### config.mk
export PLATFORM = sky130hd
export DESIGN_NAME = qlmr_ctrl
export DESIGN_NICKNAME = d
export VERILOG_FILES = /design/src/rtl/qlmr_pkg.sv /design/src/rtl/qlmr_ctrl.sv
export SDC_FILE = /design/constraint.sdc
export NUM_CORES = 1
export LEC_CHECK = 0
export BUFFER_PORTS_ARGS = -buffer_cell sky130_fd_sc_hd__buf_4
export CORE_UTILIZATION = 35
export DETAILED_ROUTE_END_ITERATION = 16
export GPL_TIMING_DRIVEN = 0
export RECOVER_POWER = 50
export REMOVE_ABC_BUFFERS = 1
export SLEW_MARGIN = 20
export SYNTH_ARGS = -nofsm -noshare
export SYNTH_HDL_FRONTEND = slang
export SYNTH_SLANG_ARGS = --single-unit
### constraint.sdc
create_clock -name clk -period 1.61 [get_ports clk]
set_clock_uncertainty 0.1 [all_clocks]
set_input_delay 0.161 -clock clk [delete_from_list [all_inputs] [get_ports clk]]
set_output_delay 0.161 -clock clk [all_outputs]
set_load 0.03 [all_outputs]
### src/rtl/qlmr_pkg.sv
// Shared types, constants and helper functions of the Q-routing mesh router.
`timescale 1ns / 1ps

package qlmr_pkg;

    // Sizing of the estimate store
    localparam int MESH_TILES = 64;
    localparam int MAX_PORTS = 4;
    localparam int EST_WIDTH = 16;

    // Field widths
    localparam int REQ_W   = 2;
    localparam int DIR_W   = 3;
    localparam int DEST_W  = 6;
    localparam int RND_W   = 12;
    localparam int NEST_W  = 16;
    localparam int DELAY_W = 16;
    localparam int MIN_W   = 16;
    localparam int NBR_W   = 3;
    localparam int COLS_W  = 7;
    localparam int ALPHA_W = 9;

    // Derived widths
    localparam int TILE_W  = $clog2(MESH_TILES);
    localparam int PORT_W  = (MAX_PORTS > 1) ? $clog2(MAX_PORTS) : 1;
    localparam int CNT_W   = $clog2(MAX_PORTS + 1);
    localparam int DEPTH   = MAX_PORTS * MESH_TILES;
    localparam int ADDR_W  = $clog2(DEPTH);
    localparam int DEST_LUT = 2 ** DEST_W;

    // Divider: a random draw is the widest dividend, a column count the widest divisor
    localparam int DIV_W  = RND_W;
    localparam int DVSR_W = COLS_W;
    localparam int STEP_W = $clog2(DIV_W + 1);

    // Estimate blend arithmetic
    localparam int VAL_W = (EST_WIDTH > NEST_W) ? EST_WIDTH : NEST_W;
    localparam int ACC_W = ALPHA_W + EST_WIDTH;
    localparam int MIX_W = ALPHA_W + VAL_W + 1;
    localparam logic [ALPHA_W-1:0] ALPHA_ONE = ALPHA_W'(256);
    localparam int ALPHA_SHIFT = 8;

    localparam int INIT_EST = 20;

    // Request codes
    localparam logic [REQ_W-1:0] REQ_ROUTE  = 2'd0;
    localparam logic [REQ_W-1:0] REQ_UPDATE = 2'd1;
    localparam logic [REQ_W-1:0] REQ_QUERY  = 2'd2;

    // Direction codes
    localparam logic [DIR_W-1:0] DIR_N = 3'd0;
    localparam logic [DIR_W-1:0] DIR_S = 3'd1;
    localparam logic [DIR_W-1:0] DIR_E = 3'd2;
    localparam logic [DIR_W-1:0] DIR_W_ = 3'd3;
    localparam logic [DIR_W-1:0] DIR_C = 3'd4;

    // Configuration register indexes
    localparam int REG_IDX_W = 3;
    localparam logic [REG_IDX_W-1:0] REG_OWN_TILE   = 3'd0;
    localparam logic [REG_IDX_W-1:0] REG_NUM_NBR    = 3'd1;
    localparam logic [REG_IDX_W-1:0] REG_MESH_COLS  = 3'd2;
    localparam logic [REG_IDX_W-1:0] REG_EXPLORE    = 3'd3;
    localparam logic [REG_IDX_W-1:0] REG_MAX_DELAY  = 3'd4;
    localparam logic [REG_IDX_W-1:0] REG_MAX_EST    = 3'd5;
    localparam logic [REG_IDX_W-1:0] REG_ALPHA      = 3'd6;

    typedef struct packed {
        logic [DEST_W-1:0]  own_tile;
        logic [NBR_W-1:0]   num_neighbors;
        logic [COLS_W-1:0]  mesh_columns;
        logic [RND_W-1:0]   explore_threshold;
        logic [DELAY_W-1:0] max_delay;
        logic [NEST_W-1:0]  max_estimate;
        logic [ALPHA_W-1:0] alpha_fixed;
    } cfg_t;

    typedef struct packed {
        logic [REQ_W-1:0]   req_type;
        logic [DIR_W-1:0]   in_dir;
        logic [DEST_W-1:0]  dest_tile;
        logic [RND_W-1:0]   random_value;
        logic [NEST_W-1:0]  neighbor_estimate;
        logic [DELAY_W-1:0] delay_sample;
    } item_t;

    typedef struct packed {
        logic load;
        logic div_start;
        logic scan;
        logic upd_read;
        logic upd_mul1;
        logic upd_mul2;
        logic upd_write;
        logic out_load;
    } dp_cmd_t;

    typedef struct packed {
        logic [REQ_W-1:0] req_type;
        logic q_path;
        logic dest_own;
        logic port_ok;
        logic explore;
        logic div_busy;
        logic scan_last;
        logic out_free;
    } dp_status_t;

    typedef enum logic [3:0] {
        ST_IDLE,
        ST_DECODE,
        ST_DIV,
        ST_SCAN,
        ST_SCAN_END,
        ST_UPD_READ,
        ST_UPD_MUL1,
        ST_UPD_MUL2,
        ST_UPD_WRITE,
        ST_FINISH
    } state_t;

    // Destination tile to table column (tile mod MESH_TILES), built at elaboration
    typedef logic [TILE_W-1:0] col_lut_t [DEST_LUT];

    function automatic col_lut_t build_col_lut();
        col_lut_t lut;
        for (int i = 0; i < DEST_LUT; i++)
        begin
            lut[i] = TILE_W'(i % MESH_TILES);
        end
        return lut;
    endfunction

    localparam col_lut_t COL_LUT = build_col_lut();

    // Neighbor count in use: 0 acts as 1, counts above MAX_PORTS clip
    function automatic logic [CNT_W-1:0] eff_neighbors(input logic [NBR_W-1:0] num);
        logic [CNT_W-1:0] n;
        if (num == '0)
            n = CNT_W'(1);
        else if (int'(num) > MAX_PORTS)
            n = CNT_W'(MAX_PORTS);
        else
            n = CNT_W'(num);
        return n;
    endfunction

endpackage

### src/rtl/qlmr_ctrl.sv
// Controller state machine sequencing decode, divide, scan and update.
`timescale 1ns / 1ps

module qlmr_ctrl
    import qlmr_pkg::*;
(
    input  logic       clk,
    input  logic       rst_n,
    input  logic       in_valid,
    output logic       in_ready,
    input  dp_status_t status,
    output dp_cmd_t    cmd
);

    state_t state_reg, state_next;

    always_ff @(posedge clk or negedge rst_n)
    begin
        if (!rst_n)
            state_reg <= ST_IDLE;
        else
            state_reg <= state_next;
    end

    // Next state
    always_comb
    begin
        state_next = state_reg;
        case (state_reg)
            ST_IDLE:
            begin
                if (in_valid)
                    state_next = ST_DECODE;
            end
            ST_DECODE:
            begin
                case (status.req_type)
                    REQ_ROUTE:
                    begin
                        if (status.q_path && status.dest_own)
                            state_next = ST_FINISH;
                        else
                            state_next = ST_DIV;
                    end
                    REQ_UPDATE:
                        state_next = status.port_ok ? ST_UPD_READ : ST_FINISH;
                    REQ_QUERY:
                        state_next = ST_SCAN;
                    default:
                        state_next = ST_FINISH;
                endcase
            end
            ST_DIV:
            begin
                if (!status.div_busy)
                    state_next = (status.q_path && !status.explore) ? ST_SCAN : ST_FINISH;
            end
            ST_SCAN:
            begin
                if (status.scan_last)
                    state_next = ST_SCAN_END;
            end
            ST_SCAN_END:  state_next = ST_FINISH;
            ST_UPD_READ:  state_next = ST_UPD_MUL1;
            ST_UPD_MUL1:  state_next = ST_UPD_MUL2;
            ST_UPD_MUL2:  state_next = ST_UPD_WRITE;
            ST_UPD_WRITE: state_next = ST_FINISH;
            ST_FINISH:
            begin
                if (status.out_free)
                    state_next = ST_IDLE;
            end
            default:
                state_next = ST_IDLE;
        endcase
    end

    // Outputs
    always_comb
    begin
        cmd      = '0;
        in_ready = 1'b0;
        case (state_reg)
            ST_IDLE:
            begin
                in_ready = 1'b1;
                cmd.load = in_valid;
            end
            ST_DECODE:
            begin
                if (status.req_type == REQ_ROUTE && !(status.q_path && status.dest_own))
                    cmd.div_start = 1'b1;
            end
            ST_SCAN:      cmd.scan      = 1'b1;
            ST_UPD_READ:  cmd.upd_read  = 1'b1;
            ST_UPD_MUL1:  cmd.upd_mul1  = 1'b1;
            ST_UPD_MUL2:  cmd.upd_mul2  = 1'b1;
            ST_UPD_WRITE: cmd.upd_write = 1'b1;
            ST_FINISH:    cmd.out_load  = status.out_free;
            default:
            begin
                cmd      = '0;
                in_ready = 1'b0;
            end
        endcase
    end

endmodule

==> results of run 1 <==
logic make-up after synthesis:
family                     count (synthesis)  synth area share
and+or+nand+nor                           32             0.360
AOI/OAI and AO/OA                         16             0.265
muxes                                      1            0.0204
DFF                                        4             0.204
adders and majority gates                  3            0.0765
buffers and inverters                      7            0.0740
through the flow:
step	util	power (mW)	area [sq um]
after detailed placement	0.490	0.881	638
after CTS	0.532	1.06	692
after floorplan	-	0.684	469
final	0.576	1.19	749
after global routing	0.576	1.29	749
after global placement	0.490	0.878	638
worst paths after layout:
path / from / end / cells past startpoint
min in group asynchronous: rst_n / state_reg[3] / 2
worst min register to register: state_reg[0] / state_reg[0] / 2
max in group asynchronous: rst_n / state_reg[0] / 2
worst max-delay path: state_reg[1] / cmd[7] / 4
worst max register to register: state_reg[0] / state_reg[3] / 5
worst min-delay path: status[0] / state_reg[3] / 3
power groups by stage:
stage | sequential, mW | combinational, mW | clock (mW)
finish | 0.231 | 0.837 | 0.121
global route | 0.239 | 0.916 | 0.130
CTS | 0.239 | 0.700 | 0.126
detailed placement | 0.247 | 0.634 | 0
global placement | 0.247 | 0.631 | 0
floorplan | 0.221 | 0.462 | 0
critical path: stages (launching register included):
cell	delay [ns]
dfrtp_2	0.42
or2_4	0.29
nor3_4	0.13
and2_4	0.16
buf_6	0.12
cells in the mapped netlist, types with 2 or more instances:
library cell | number | area (sq um)
nor2_1 | 9 | 33.8
nand2b_1 | 5 | 31.3
nor3_1 | 5 | 25.0
dfrtp_1 | 4 | 100
inv_1 | 4 | 15.0
nand2_1 | 4 | 15.0
ha_1 | 3 | 37.5
buf_2 | 2 | 10.0
o21ai_1 | 2 | 10.0
o21ai_2 | 2 | 17.5
cell type report:
cell class	instances	area [sq um]
fill	140	552
clock buffer	3	22.5
inverter	4	15.0
timing repair buffer	27	215
multi-input combinational	52	373
sequential	4	105
tap	15	18.8
layer usage:
metal	GRT usage	part of all wire	vias up
met5	0	0	-
met4	0.0776	0.0041	0
met3	0.0170	0.035	2
met2	0.299	0.54	11
met1	0.223	0.42	246
li1	-	-	282
repair_timing:
| item | 4_1_cts | 5_1_grt |
|---|---|---|
| endpoints found under the setup margin | 5 | 6 |
| endpoints found under the hold margin | 4 | 0 |
| resized for setup | 4 | 5 |
| pin swaps | 0 | 2 |
| hold buffers | 1 | 0 |
| setup buffers | 1 | 5 |
==> flow_summary_export.csv, run 1 <==
group,metric,value,unit
pwr,leakagePower,0.359,nW
worst_setup_path,rrSetupSlack,0.11,ns
drt,drc,0,
yosys,synth_cells,63,
timing,finalCriticalPeriod,1.60,ns
placed_design,placed_cells,95,
timing,setup_viol,0,
timing,fin_hold_ws,0.123,ns
layout,final_cell_mix,"buf_4, nor2_1, nor3_1",
clock_tree,clk_pin_slew,0.04,ns
placed_design,numPortBuffers,20,
placed_design,place_congestion,0.691,
timing,tightest_slew,0.301,ns
global_route,antenna_found_initial,0,
yosys,syn_area,490,sq um
drt,routed_wl,1230,um
layout,drive_gt1_frac,0.489,
pwr,clkPwrFrac,0.102,
drt,viasPerCell,5.15,
global_route,overflow,0,
pwr,p_sw,0.562,mW
clock_tree,cts_inserted_buffers,3,
layout,layout.nets,107,
layout,areaGrowthSynthToFinish,52.8,%
layout,final_common_cell,"buf_4",
timing,max_freq,0.624,GHz
placed_design,dp_slack,0.0800,ns
timing,relSlewSlack,0.798,
clock_tree,cts_sinks,4,
timing,rsz0062_at_grt,"yes",
clock_tree,cts_tree,"built",
worst_setup_path,crit_path_max_fanout,5,
layout,largest_reg_flops,4,
outcome,outcome,"completed",
global_route,grt_max_degree,13,
floorplan,io_pins,21,
yosys,avgSynthCellArea,7.79,sq um
drt,dr.pass1.iters,2,
timing,setup-tns-final,0,ns
yosys,ys_seq_area_frac,0.204,
timing,period_share,0.995,
worst_hold_path,min_path_type,"input pin to register",
worst_setup_path,critPathArrivalTime,1.34,ns
worst_setup_path,crit_required,1.35,ns
pwr,internal-power,0.627,mW
placed_design,dp_hpwl,920,um
yosys,ys_ff_latch,4,
worst_setup_path,crit_path_start_kind,"register",
global_route,grt_usage,0.177,
job,maxCapViolCount,0,
floorplan,core_area,1300,sq um
pwr,p_seq_frac,0.194,
pwr,vdd_drop_max,0.708,mV
layout,instances_no_fill,105,
floorplan,num_rows,13,
timing,worst_slack,0.00822,ns
pwr,comb_power_share,0.704,
floorplan,die_w,39.4,um
timing,finalMaxSlewViolations,0,
floorplan,start_util,0.377,
pwr,power_density,1590,nW/um^2
yosys,synth-edff-count,0,
drt,ant_nets,0,
drt,drt-wirelength-per-cell,11.7,um
clock_tree,cts.path.max_buffers,2,
timing,hold_viol,0,
yosys,ys_types,33,
drt,drtIter0Drc,5,
yosys,yosys_warnings,0,
pwr,swShare,0.473,
floorplan,chipHeight,39.4,um
clock_tree,cts-root-buf,"clkbuf_4",
worst_setup_path,cp-end-kind,"output port",
layout,num_antenna_cells,0,
clock_tree,insertion_delay,0.23,ns
floorplan,die_area,1560,sq um
worst_setup_path,crit_type,"register to output port",
yosys,synthArstFlopShare,1.00,
clock_tree,htree_levels,1,
global_route,grt_pass1_vias,451,
drt,vias,541,
yosys,synth_flop_cell,"dfrtp_1",
global_route,grt_pass1_wl,1850,um
No activity file was read; power rests on OpenSTA's default activity.
==> run 2, diff against run 1 <==
CORE_AREA = 2 2 39 41   (was unset)
CORE_UTILIZATION = unset   (was 35)
DIE_AREA = 0 0 41 43   (was unset)
==> flow_summary_export.csv, run 2 (synthesis gave the netlist of run 1 again) <==
group,metric,value,unit
worst_setup_path,path_delay_family,"simple AND/OR/NAND/NOR gates",
timing,worst_slack,-0.0210,ns
timing,relSlewSlack,0.795,
clock_tree,clk_pin_slew,0.04,ns
placed_design,place_congestion,0.721,
layout,drive_gt1_frac,0.489,
layout,largest_reg_flops,4,
global_route,antenna_found_initial,0,
global_route,overflow,0,
pwr,leakagePower,0.352,nW
layout,nFillCells,140,
global_route,grt_max_degree,13,
worst_setup_path,r2r_cells,5,
timing,finalMaxSlewViolations,0,
worst_hold_path,hold_path_depth,3,
drt,drc,0,
drt,routed_wl,1240,um
pwr,vdd_drop_max,0.899,mV
clock_tree,cts.path.max_buffers,2,
timing,hold_viol,0,
worst_setup_path,r2r-start,"state_reg[0]",
worst_hold_path,min_to,"state_reg[3]",
layout,areaGrowthSynthToFinish,50.5,%
global_route,grt_pass1_wl,1810,um
timing,tightest_slew,0.306,ns
timing,max_freq,0.613,GHz
clock_tree,cts_sinks,4,
timing,fin_hold_ws,0.112,ns
pwr,swShare,0.481,
worst_setup_path,path_cells,"or2_4, nor3_4, and2_4, buf_6",
outcome,violations,"setup timing",
worst_setup_path,crit_path_max_fanout,6,
pwr,p_seq_frac,0.211,
clock_tree,cts_tree,"built",
floorplan,die_area,1760,sq um
global_route,grt_pass1_vias,452,
global_route,grt_usage,0.157,
outcome,outcome,"finished, violations left",
layout,multi_input_area,370,sq um
layout,register_area,105,sq um
placed_design,placed_cells,96,
pwr,power_density,1580,nW/um^2
layout,final_cell_mix,"buf_4, nor2_1, nor3_1",
placed_design,dp_hpwl,879,um
pwr,p_sw,0.560,mW
floorplan,io_pins,21,
timing,setup-tns-final,-0.0210,ns
worst_setup_path,critPathMaxStageDelay,0.43,ns
placed_design,numPortBuffers,20,
worst_setup_path,crit_required,1.35,ns
drt,ant_nets,0,
worst_setup_path,critPathArrivalTime,1.37,ns
floorplan,start_util,0.354,
timing,finalCriticalPeriod,1.63,ns
pwr,internal-power,0.605,mW
worst_hold_path,min_from,"status[0]",
worst_hold_path,min_path_type,"input pin to register",
clock_tree,htree_levels,1,
timing,setup_viol,1,
floorplan,num_rows,14,
floorplan,chipHeight,43,um
layout,layout.nets,107,
worst_setup_path,rrSetupSlack,0.08,ns
pwr,comb_power_share,0.680,
drt,drt-wirelength-per-cell,11.7,um
floorplan,die_w,41,um
worst_setup_path,crit_buf_inv,1,
layout,final_common_cell,"buf_4",
worst_setup_path,cp-end-kind,"output port",
layout,instances_no_fill,106,
drt,viasPerCell,5.03,
pwr,power.total,1.16,mW
layout,num_antenna_cells,0,
clock_tree,cts_inserted_buffers,3,
timing,period_share,1.01,
clock_tree,insertion_delay,0.24,ns
job,maxCapViolCount,0,
drt,drtIter0Drc,4,
worst_setup_path,slowest_stage,"dfrtp_2",
drt,dr.pass1.iters,2,
pwr,clkPwrFrac,0.109,
worst_setup_path,worst_r2r_endpoint,"state_reg[1]",
floorplan,core_area,1380,sq um
clock_tree,cts-root-buf,"clkbuf_4",
placed_design,dp_slack,0.0838,ns
worst_setup_path,crit_type,"register to output port",
timing,rsz0062_at_grt,"yes",
drt,vias,533,
worst_setup_path,crit_path_start_kind,"register",
## run 2: per-stage QoR
stage | util | instance area [sq um]
floorplan | - | 469
global placement | 0.462 | 639
detailed placement | 0.462 | 639
CTS | 0.499 | 691
global route | 0.533 | 738
finish | 0.533 | 738
## run 2: how the worst max path moves through the flow
stage                       startpoint      endpoint  slack [ns]  cells past startpoint
after global placement    state_reg[0]  state_reg[3]        0.08                      4
after global routing      state_reg[1]        cmd[7]       -0.08                      4
after detailed placement  state_reg[0]  state_reg[3]        0.08                      4
after floorplan           state_reg[0]        cmd[7]       -0.19                      3
final                     state_reg[1]        cmd[7]       -0.02                      4
after CTS                 state_reg[1]        cmd[6]       -0.03                      4
## run 2: power groups by stage
stage	Clock, mW	Combinational (mW)	Sequential [mW]
floorplan	0	0.462	0.221
global placement	0	0.629	0.249
detailed placement	0	0.630	0.247
CTS	0.132	0.697	0.231
global route	0.140	0.864	0.253
finish	0.127	0.792	0.246
## run 2: what timing repair did
action                                  4_1_cts  5_1_grt
endpoints found under the setup margin        5        5
pin swaps                                     0        2
hold buffers                                  1        0
buffers inserted                              2        4
endpoints found under the hold margin         4        0
resized for setup                             3        8
## run 2: area by class of cell
cell class                      instances  share of cell area
Tap cell                               16              0.0271
Sequential cell                         4               0.142
Multi-Input combinational cell         52               0.502
Clock buffer                            3              0.0305
Timing Repair Buffer                   27               0.278
Inverter                                4              0.0203
## run 2: routing by layer
metal / routed length (um) / vias to the layer above / global-route usage
met5: 0 / - / 0
met4: 13 / 0 / 0.0800
met3: 66 / 3 / 0.0785
met2: 604 / 14 / 0.209
met1: 552 / 238 / 0.201
li1: - / 278 / -
## run 2: worst register-to-register path: stages (launching register included)
cell     delay, ns
dfrtp_2       0.43
buf_4         0.17
and3b_2       0.21
o21ai_2       0.15
nand3_1       0.16
o21ai_0       0.21
